File: config.mk
export PLATFORM = sky130hd
export DESIGN_NAME = pixel_blend_unit_core
export DESIGN_NICKNAME = d
export VERILOG_FILES = /design/src/design/pbu_pkg.sv /design/src/design/pbu_cfg.sv /design/src/design/pbu_channel.sv /design/src/design/pixel_blend_unit_core.sv
export VERILOG_INCLUDE_DIRS = /design/src /design/src/design
export SDC_FILE = /design/constraint.sdc
export NUM_CORES = 1
export LEC_CHECK = 0
export BUFFER_PORTS_ARGS = -buffer_cell sky130_fd_sc_hd__buf_2
export CAP_MARGIN = 20
export CORE_ASPECT_RATIO = 1.5
export CORE_MARGIN = 2
export CORE_UTILIZATION = 30
export DETAILED_ROUTE_END_ITERATION = 8
export GPL_ROUTABILITY_DRIVEN = 1
export HOLD_SLACK_MARGIN = 0.15
export MAX_ROUTING_LAYER = met4
export SYNTH_ARGS = -nofsm -noshare
export SYNTH_HDL_FRONTEND = slang
export SYNTH_SLANG_ARGS = --single-unit
File: constraint.sdc
create_clock -name clk -period 29.6 [get_ports clk]
set_input_delay 1.48 -clock clk [delete_from_list [all_inputs] [get_ports clk]]
set_output_delay 1.48 -clock clk [all_outputs]
set_load 0.01 [all_outputs]
File: src/design/pixel_blend_unit_core_assert.svh
// Assertion macros for the pixel blend core.
`ifndef PIXEL_BLEND_UNIT_CORE_ASSERT_SVH
`define PIXEL_BLEND_UNIT_CORE_ASSERT_SVH

// Same-cycle implication, ignored during reset.
`define PBU_ASSERT_IMP(label, ante, cons) \
  label: assert property (@(posedge clk) disable iff (rst) (ante) |-> (cons)) \
    else $error("pbu assertion failed");

// Next-cycle implication, ignored during reset.
`define PBU_ASSERT_NXT(label, ante, cons) \
  label: assert property (@(posedge clk) disable iff (rst) (ante) |=> (cons)) \
    else $error("pbu assertion failed");

// Next-cycle implication, also checked across reset.
`define PBU_ASSERT_RST(label, ante, cons) \
  label: assert property (@(posedge clk) (ante) |=> (cons)) \
    else $error("pbu assertion failed");

`endif

File: src/design/pbu_pkg.sv
package pbu_pkg;

  typedef enum logic [2:0] {
    OP_MULTIPLY  = 3'd0,
    OP_SCREEN    = 3'd1,
    OP_SUBTRACT  = 3'd2,
    OP_OVERLAY   = 3'd3,
    OP_ADD_ALL   = 3'd4,
    OP_ADD_CHAN  = 3'd5,
    OP_SCALE_CHAN = 3'd6
  } op_t;

  typedef enum logic [1:0] {
    REG_OPERATION      = 2'd0,
    REG_CHANNEL_SELECT = 2'd1,
    REG_ADD_OFFSET     = 2'd2,
    REG_SCALE_FACTOR   = 2'd3
  } reg_index_t;

  localparam int NUM_CHANNELS = 3;
  localparam int CFG_DATA_W   = 9;

  typedef struct packed {
    op_t               operation;
    logic [1:0]        channel_select;
    logic signed [8:0] add_offset;
    logic [7:0]        scale_factor;
  } cfg_t;

endpackage

File: src/design/pbu_cfg.sv
module pbu_cfg
  import pbu_pkg::*;
(
  input  logic                  clk,
  input  logic                  rst,
  input  logic                  cfg_we,
  input  logic [1:0]            cfg_index,
  input  logic [CFG_DATA_W-1:0] cfg_data,
  output cfg_t                  cfg
);

  always_ff @(posedge clk) begin
    if (rst) begin
      cfg.operation      <= OP_MULTIPLY;
      cfg.channel_select <= 2'd0;
      cfg.add_offset     <= 9'sd0;
      cfg.scale_factor   <= 8'd1;
    end else if (cfg_we) begin
      case (reg_index_t'(cfg_index))
        REG_OPERATION:      cfg.operation      <= op_t'(cfg_data[2:0]);
        REG_CHANNEL_SELECT: cfg.channel_select <= cfg_data[1:0];
        REG_ADD_OFFSET:     cfg.add_offset     <= $signed(cfg_data[8:0]);
        REG_SCALE_FACTOR:   cfg.scale_factor   <= cfg_data[7:0];
        default: ;
      endcase
    end
  end

endmodule

File: src/design/pbu_channel.sv
module pbu_channel
  import pbu_pkg::*;
(
  input  cfg_t       cfg,
  input  logic       sel,
  input  logic [7:0] a,
  input  logic [7:0] b,
  output logic [7:0] result
);

  logic [7:0]        mp;
  logic [7:0]        mq;
  logic              dbl;
  logic              inv;
  logic [15:0]       prod;
  logic [16:0]       x;
  logic [24:0]       t;
  logic [8:0]        q0;
  logic [16:0]       r;
  logic [7:0]        q;
  logic [7:0]        blend;
  logic [7:0]        scaled;
  logic [7:0]        diff;
  logic signed [9:0] sum;
  logic [7:0]        added;

  // shared 8x8 multiplier operand select
  always_comb begin
    mp  = a;
    mq  = b;
    dbl = 1'b0;
    inv = 1'b0;
    case (cfg.operation)
      OP_MULTIPLY: begin
        mp = a;
        mq = b;
      end
      OP_SCREEN: begin
        mp  = ~a;
        mq  = ~b;
        inv = 1'b1;
      end
      OP_OVERLAY: begin
        dbl = 1'b1;
        if (b[7]) begin
          mp  = ~a;
          mq  = ~b;
          inv = 1'b1;
        end
      end
      OP_SCALE_CHAN: begin
        mp = a;
        mq = cfg.scale_factor;
      end
      default: ;
    endcase
  end

  assign prod = mp * mq;
  assign x    = (dbl ? {prod, 1'b0} : {1'b0, prod}) + 17'd127;

  // x / 255: estimate by x*257 >> 16, then one correction step
  assign t  = {8'd0, x} + {x, 8'd0};
  assign q0 = t[24:16];
  assign r  = x - ({q0, 8'd0} - {8'd0, q0});
  assign q  = (r >= 17'd255) ? 8'(q0 + 9'd1) : q0[7:0];

  assign blend  = inv ? ~q : q;
  assign scaled = (prod > 16'd255) ? 8'hFF : prod[7:0];
  assign diff   = (a > b) ? (a - b) : 8'd0;
  assign sum    = $signed({2'b00, a}) + 10'(cfg.add_offset);
  assign added  = (sum < 10'sd0) ? 8'd0 : ((sum > 10'sd255) ? 8'hFF : sum[7:0]);

  always_comb begin
    case (cfg.operation)
      OP_MULTIPLY, OP_SCREEN, OP_OVERLAY: result = blend;
      OP_SUBTRACT:   result = diff;
      OP_ADD_ALL:    result = added;
      OP_ADD_CHAN:   result = sel ? added : a;
      OP_SCALE_CHAN: result = sel ? scaled : a;
      default:       result = a;
    endcase
  end

endmodule

File: src/design/pixel_blend_unit_core.sv
// Channel  | Direction | Handshake            | Payload
// input    | in        | in_valid / in_ready  | a_blue a_green a_red b_blue b_green b_red
// output   | out       | out_valid / out_ready| out_blue out_green out_red
// config   | in        | cfg_we (no wait)     | cfg_index cfg_data
//
// One pixel per clock unless out_ready stalls; out_valid is set as out_q loads.
// Stages: input register, per-channel blend logic (one 8x8 multiply), result register.
// Ready flows back through both stages, so a full pipe still accepts while output is taken.
// Sync active-high reset clears valids, sets config to defaults; data registers not reset.
`include "pixel_blend_unit_core_assert.svh"

module pixel_blend_unit_core
  import pbu_pkg::*;
(
  input  logic                  clk,
  input  logic                  rst,
  input  logic                  in_valid,
  output logic                  in_ready,
  input  logic [7:0]            a_blue,
  input  logic [7:0]            a_green,
  input  logic [7:0]            a_red,
  input  logic [7:0]            b_blue,
  input  logic [7:0]            b_green,
  input  logic [7:0]            b_red,
  output logic                  out_valid,
  input  logic                  out_ready,
  output logic [7:0]            out_blue,
  output logic [7:0]            out_green,
  output logic [7:0]            out_red,
  input  logic                  cfg_we,
  input  logic [1:0]            cfg_index,
  input  logic [CFG_DATA_W-1:0] cfg_data
);

  cfg_t       cfg;
  logic       s1_valid;
  logic       s1_advance;
  logic [7:0] s1_a [NUM_CHANNELS];
  logic [7:0] s1_b [NUM_CHANNELS];
  logic [7:0] res  [NUM_CHANNELS];
  logic [7:0] out_q [NUM_CHANNELS];

  pbu_cfg u_cfg (
    .clk       (clk),
    .rst       (rst),
    .cfg_we    (cfg_we),
    .cfg_index (cfg_index),
    .cfg_data  (cfg_data),
    .cfg       (cfg)
  );

  assign s1_advance = !out_valid || out_ready;
  assign in_ready   = !s1_valid || s1_advance;

  always_ff @(posedge clk) begin
    if (rst) begin
      s1_valid  <= 1'b0;
      out_valid <= 1'b0;
    end else begin
      if (in_ready) begin
        s1_valid <= in_valid;
      end
      if (s1_advance) begin
        out_valid <= s1_valid;
      end
    end
  end

  always_ff @(posedge clk) begin
    if (in_valid && in_ready) begin
      s1_a[0] <= a_blue;
      s1_a[1] <= a_green;
      s1_a[2] <= a_red;
      s1_b[0] <= b_blue;
      s1_b[1] <= b_green;
      s1_b[2] <= b_red;
    end
  end

  for (genvar c = 0; c < NUM_CHANNELS; c++) begin : g_chan
    pbu_channel u_chan (
      .cfg    (cfg),
      .sel    (cfg.channel_select == 2'(c)),
      .a      (s1_a[c]),
      .b      (s1_b[c]),
      .result (res[c])
    );

    always_ff @(posedge clk) begin
      if (s1_valid && s1_advance) begin
        out_q[c] <= res[c];
      end
    end
  end

  assign out_blue  = out_q[0];
  assign out_green = out_q[1];
  assign out_red   = out_q[2];

  `PBU_ASSERT_IMP(a_stall_full, !in_ready, s1_valid && out_valid && !out_ready)
  `PBU_ASSERT_NXT(a_accept_fill, in_valid && in_ready, s1_valid)
  `PBU_ASSERT_NXT(a_stage_move, s1_valid && s1_advance, out_valid)
  `PBU_ASSERT_RST(a_reset_empty, rst, !out_valid && !s1_valid)

endmodule

==> summary.txt <==
Route
  – Detailed Routing Iterations Pass 1: 5
  – DR WL/cell: 18.5 um
  – Drt initial violations: 910
  – DRC errors left: 0
  – Antenna-violating nets left: 0
  – Vias: 19600
  – Routed wire length: 67.5 mm
  – Vias per std cell: 5.38

Worst setup path
  – Setup crit start kind: flip-flop
  – Crit path DAT: 14200 ps
  – CP required: 29740 ps
  – Most used cell, CP: inv_1
  – Crit path kind: reg2reg
  – Buffers & Inverters on Critical Path: 7
  – CP Max Fanout: 19
  – CP delay by family, top: compound AO/OA/AOI/OAI gates
  – CP endpoint kind: flip-flop
  – CP max stage delay: 690 ps
  – CP max stage cell: dfxtp_1

Clock network
  – Setup bufs post-CTS: 0
  – CTS resizes: 0
  – H-tree levels: 3
  – CTS tree: yes
  – Clock slew at reported path FFs: 80 ps
  – CTS Sinks: 96
  – CTS root buffer: clkbuf_16
  – Cts bufs inserted: 9
  – # hold bufs at CTS: 0
  – Skew-Pair Late Insertion Delay: 390 ps
  – Clock Path Buffers: 2

Die
  – Core area: 0.0698 mm^2
  – Die X: 220 um
  – Row Count: 119
  – Die area: 0.0724 mm^2
  – Initial core utilization: 30.2%
  – Die height: 329 um
  – Io pins: 90

Synth
  – Seq cells post-synth: 96
  – Syn avg cell area: 7.79 um^2
  – Simple-Gate Fraction of Synth Area: 20.2%
  – Post-synthesis sequential area ratio: 12.5%
  – Post-Synth Adder-Cell Area: 27.1%
  – Post-synthesis mux area share: 1.45%
  – Dominant synthesized flop cell: edfxtp_1
  – Mapped Area: 0.0211 mm^2
  – Number of synthesis warnings: 0
  – Synth Net Count: 3155
  – Largest family of logic cells by synthesized area: adder cells
  – Synthesized instance count: 2704
  – Compound-Gate Fraction of Synth Area: 22.9%
  – Asr flop ratio synth: 0%
  – Post-synth EDFFs: 72
  – Synth Area in XOR/XNOR: 8.38%
  – Yosys cell types: 99

Place
  – Cell Area, Placed: 0.0225 mm^2
  – HPWL Detailed: 56.4 mm
  – Routability congestion estimate: 0.963
  – Port buffer count: 89
  – Post-placement setup slack: 15600 ps

Finish
  – FF+latch area: 0.00264 mm^2
  – Post-layout net count: 3189
  – Fillers: 7458
  – Multi-input gate area: 0.0169 mm^2
  – Finished Cell Area: 0.0228 mm^2
  – Commonest non-fill, non-tap cell in the layout: nor2_1
  – Area Overhead vs Synth: 7.97%
  – Most frequent cells in the layout: 337 x nor2_1, 312 x inv_1, 270 x ha_1, 187 x a21oi_1, 144 x nand2_1
  – Layout cells sized above 1: 7.29%

Timing
  – Fin crit period: 14060 ps
  – Sum Neg Setup Slack: 0 ps
  – Final period utilization: 47.5%
  – Hold_ws: 501 ps
  – Final-report hold violation count: 0
  – Final Skew: 10.2 ps
  – Least-Margin Pin Slew: 1040 ps
  – Final Slew Violations: 0
  – Final WS setup: 15540 ps
  – Final-report setup violation count: 0
  – FMAX: 71.1 MHz
  – Slew margin rel.: 29.8%
  – RSZ-0062 raised after global routing: no

Global route
  – First-pass GRT wire length: 108 mm
  – GR Overflow Total: 0
  – Number of antenna violations at the first check in global routing: 2
  – Largest net degree at the start of global routing: 63
  – Gr usage total: 19.5%
  – Vias in the first global route: 19900

Status
  – Status: complete, no violations

Run
  – Max Cap Viol: 0

Worst hold path
  – Worst hold path class: reg2reg
-- kinds of logic (layout without fill, tap and decap cells) --
family                     count (synthesis)  count (layout)
buffers and inverters                    399             438
adders and majority gates                387             387
muxes                                     30              30
DFF                                       96              96
and+or+nand+nor                          877             877
AOI/OAI and AO/OA                        718             718
xor gates and xnor gates                 197             197
other                                      0               2
-- synth_stat cells, drive strengths merged (22+ instances only) --
cell      n  area share (%)
nor2    338             6.0
or3      22            0.65
clkbuf   60             1.1
dfxtp    24             2.3
xnor2   144             6.1
nand3    57             1.4
a21o     69             2.5
a21oi   190             4.6
nor2b    33            0.98
inv     313             5.6
edfxtp   72              10
nand4    31            0.92
and2     22            0.65
o21a     34             1.2
o211ai   33             1.2
or2      36             1.1
nand2b   40             1.2
o21ai   141             3.3
mux2i    25             1.2
buf      25            0.61
and3     30            0.89
ha      270              16
xor2     52             2.2
nand2   145             2.6
nor3     66             1.6
fa      117              11
a211oi   32             1.2
-- registers in the layout, summed over array words and instances, names as in the netlist --
name,cells
s1_b,24
u_cfg.cfg,22
s1_a,24
s1_valid,1
out_valid,1
out_q,24
-- worst register-to-register path: cells and delay by family, from the launching register on --
kind,cells,cell delay [ps]
AO/OA/AOI/OAI,20,5560
adder cells (fa/ha/maj),9,3580
AND/OR/NAND/NOR,12,3080
flip-flops,1,690
buffers and inverters,7,640
XOR/XNOR,1,150
multiplexers,1,120
-- per-stage QoR --
step,std cells,util (%)
after floorplan,2704,-
after global placement,3634,32.2
after detailed placement,3634,32.2
after CTS,3650,32.6
after global routing,3652,32.6
final,3652,32.6
-- per-layer routing --
layer,vias to the layer above,global-route usage [%],part of all wire [%]
met5,-,-,0
met4,0,12.6,7.0
met3,184,1.75,3.2
met2,467,35.6,52
met1,9332,19.8,37
li1,9657,-,-
-- final timing paths --
check | slack, ps | end | from | cells past startpoint
setup / recovery | 15540 | out_q[0][11] | u_cfg.cfg[19] | 50
hold reg to reg | 500 | u_cfg.cfg[7] | u_cfg.cfg[7] | 2
hold / removal | 500 | u_cfg.cfg[7] | u_cfg.cfg[7] | 2
setup reg to reg | 15540 | out_q[0][11] | u_cfg.cfg[19] | 50
-- layout make-up --
cell class / instances / area share (%)
repair buffers: 108 / 2.58
inverters: 314 / 5.24
clock buffers: 10 / 1.01
diodes: 2 / 0.0220
clock inverters: 6 / 0.258
flip-flops and latches: 96 / 11.6
multi-input cells: 2209 / 74.3
well taps: 907 / 4.99
Power is not shown: default switching activity piles up to over one toggle a cycle in this logic, so the estimate is an artifact.
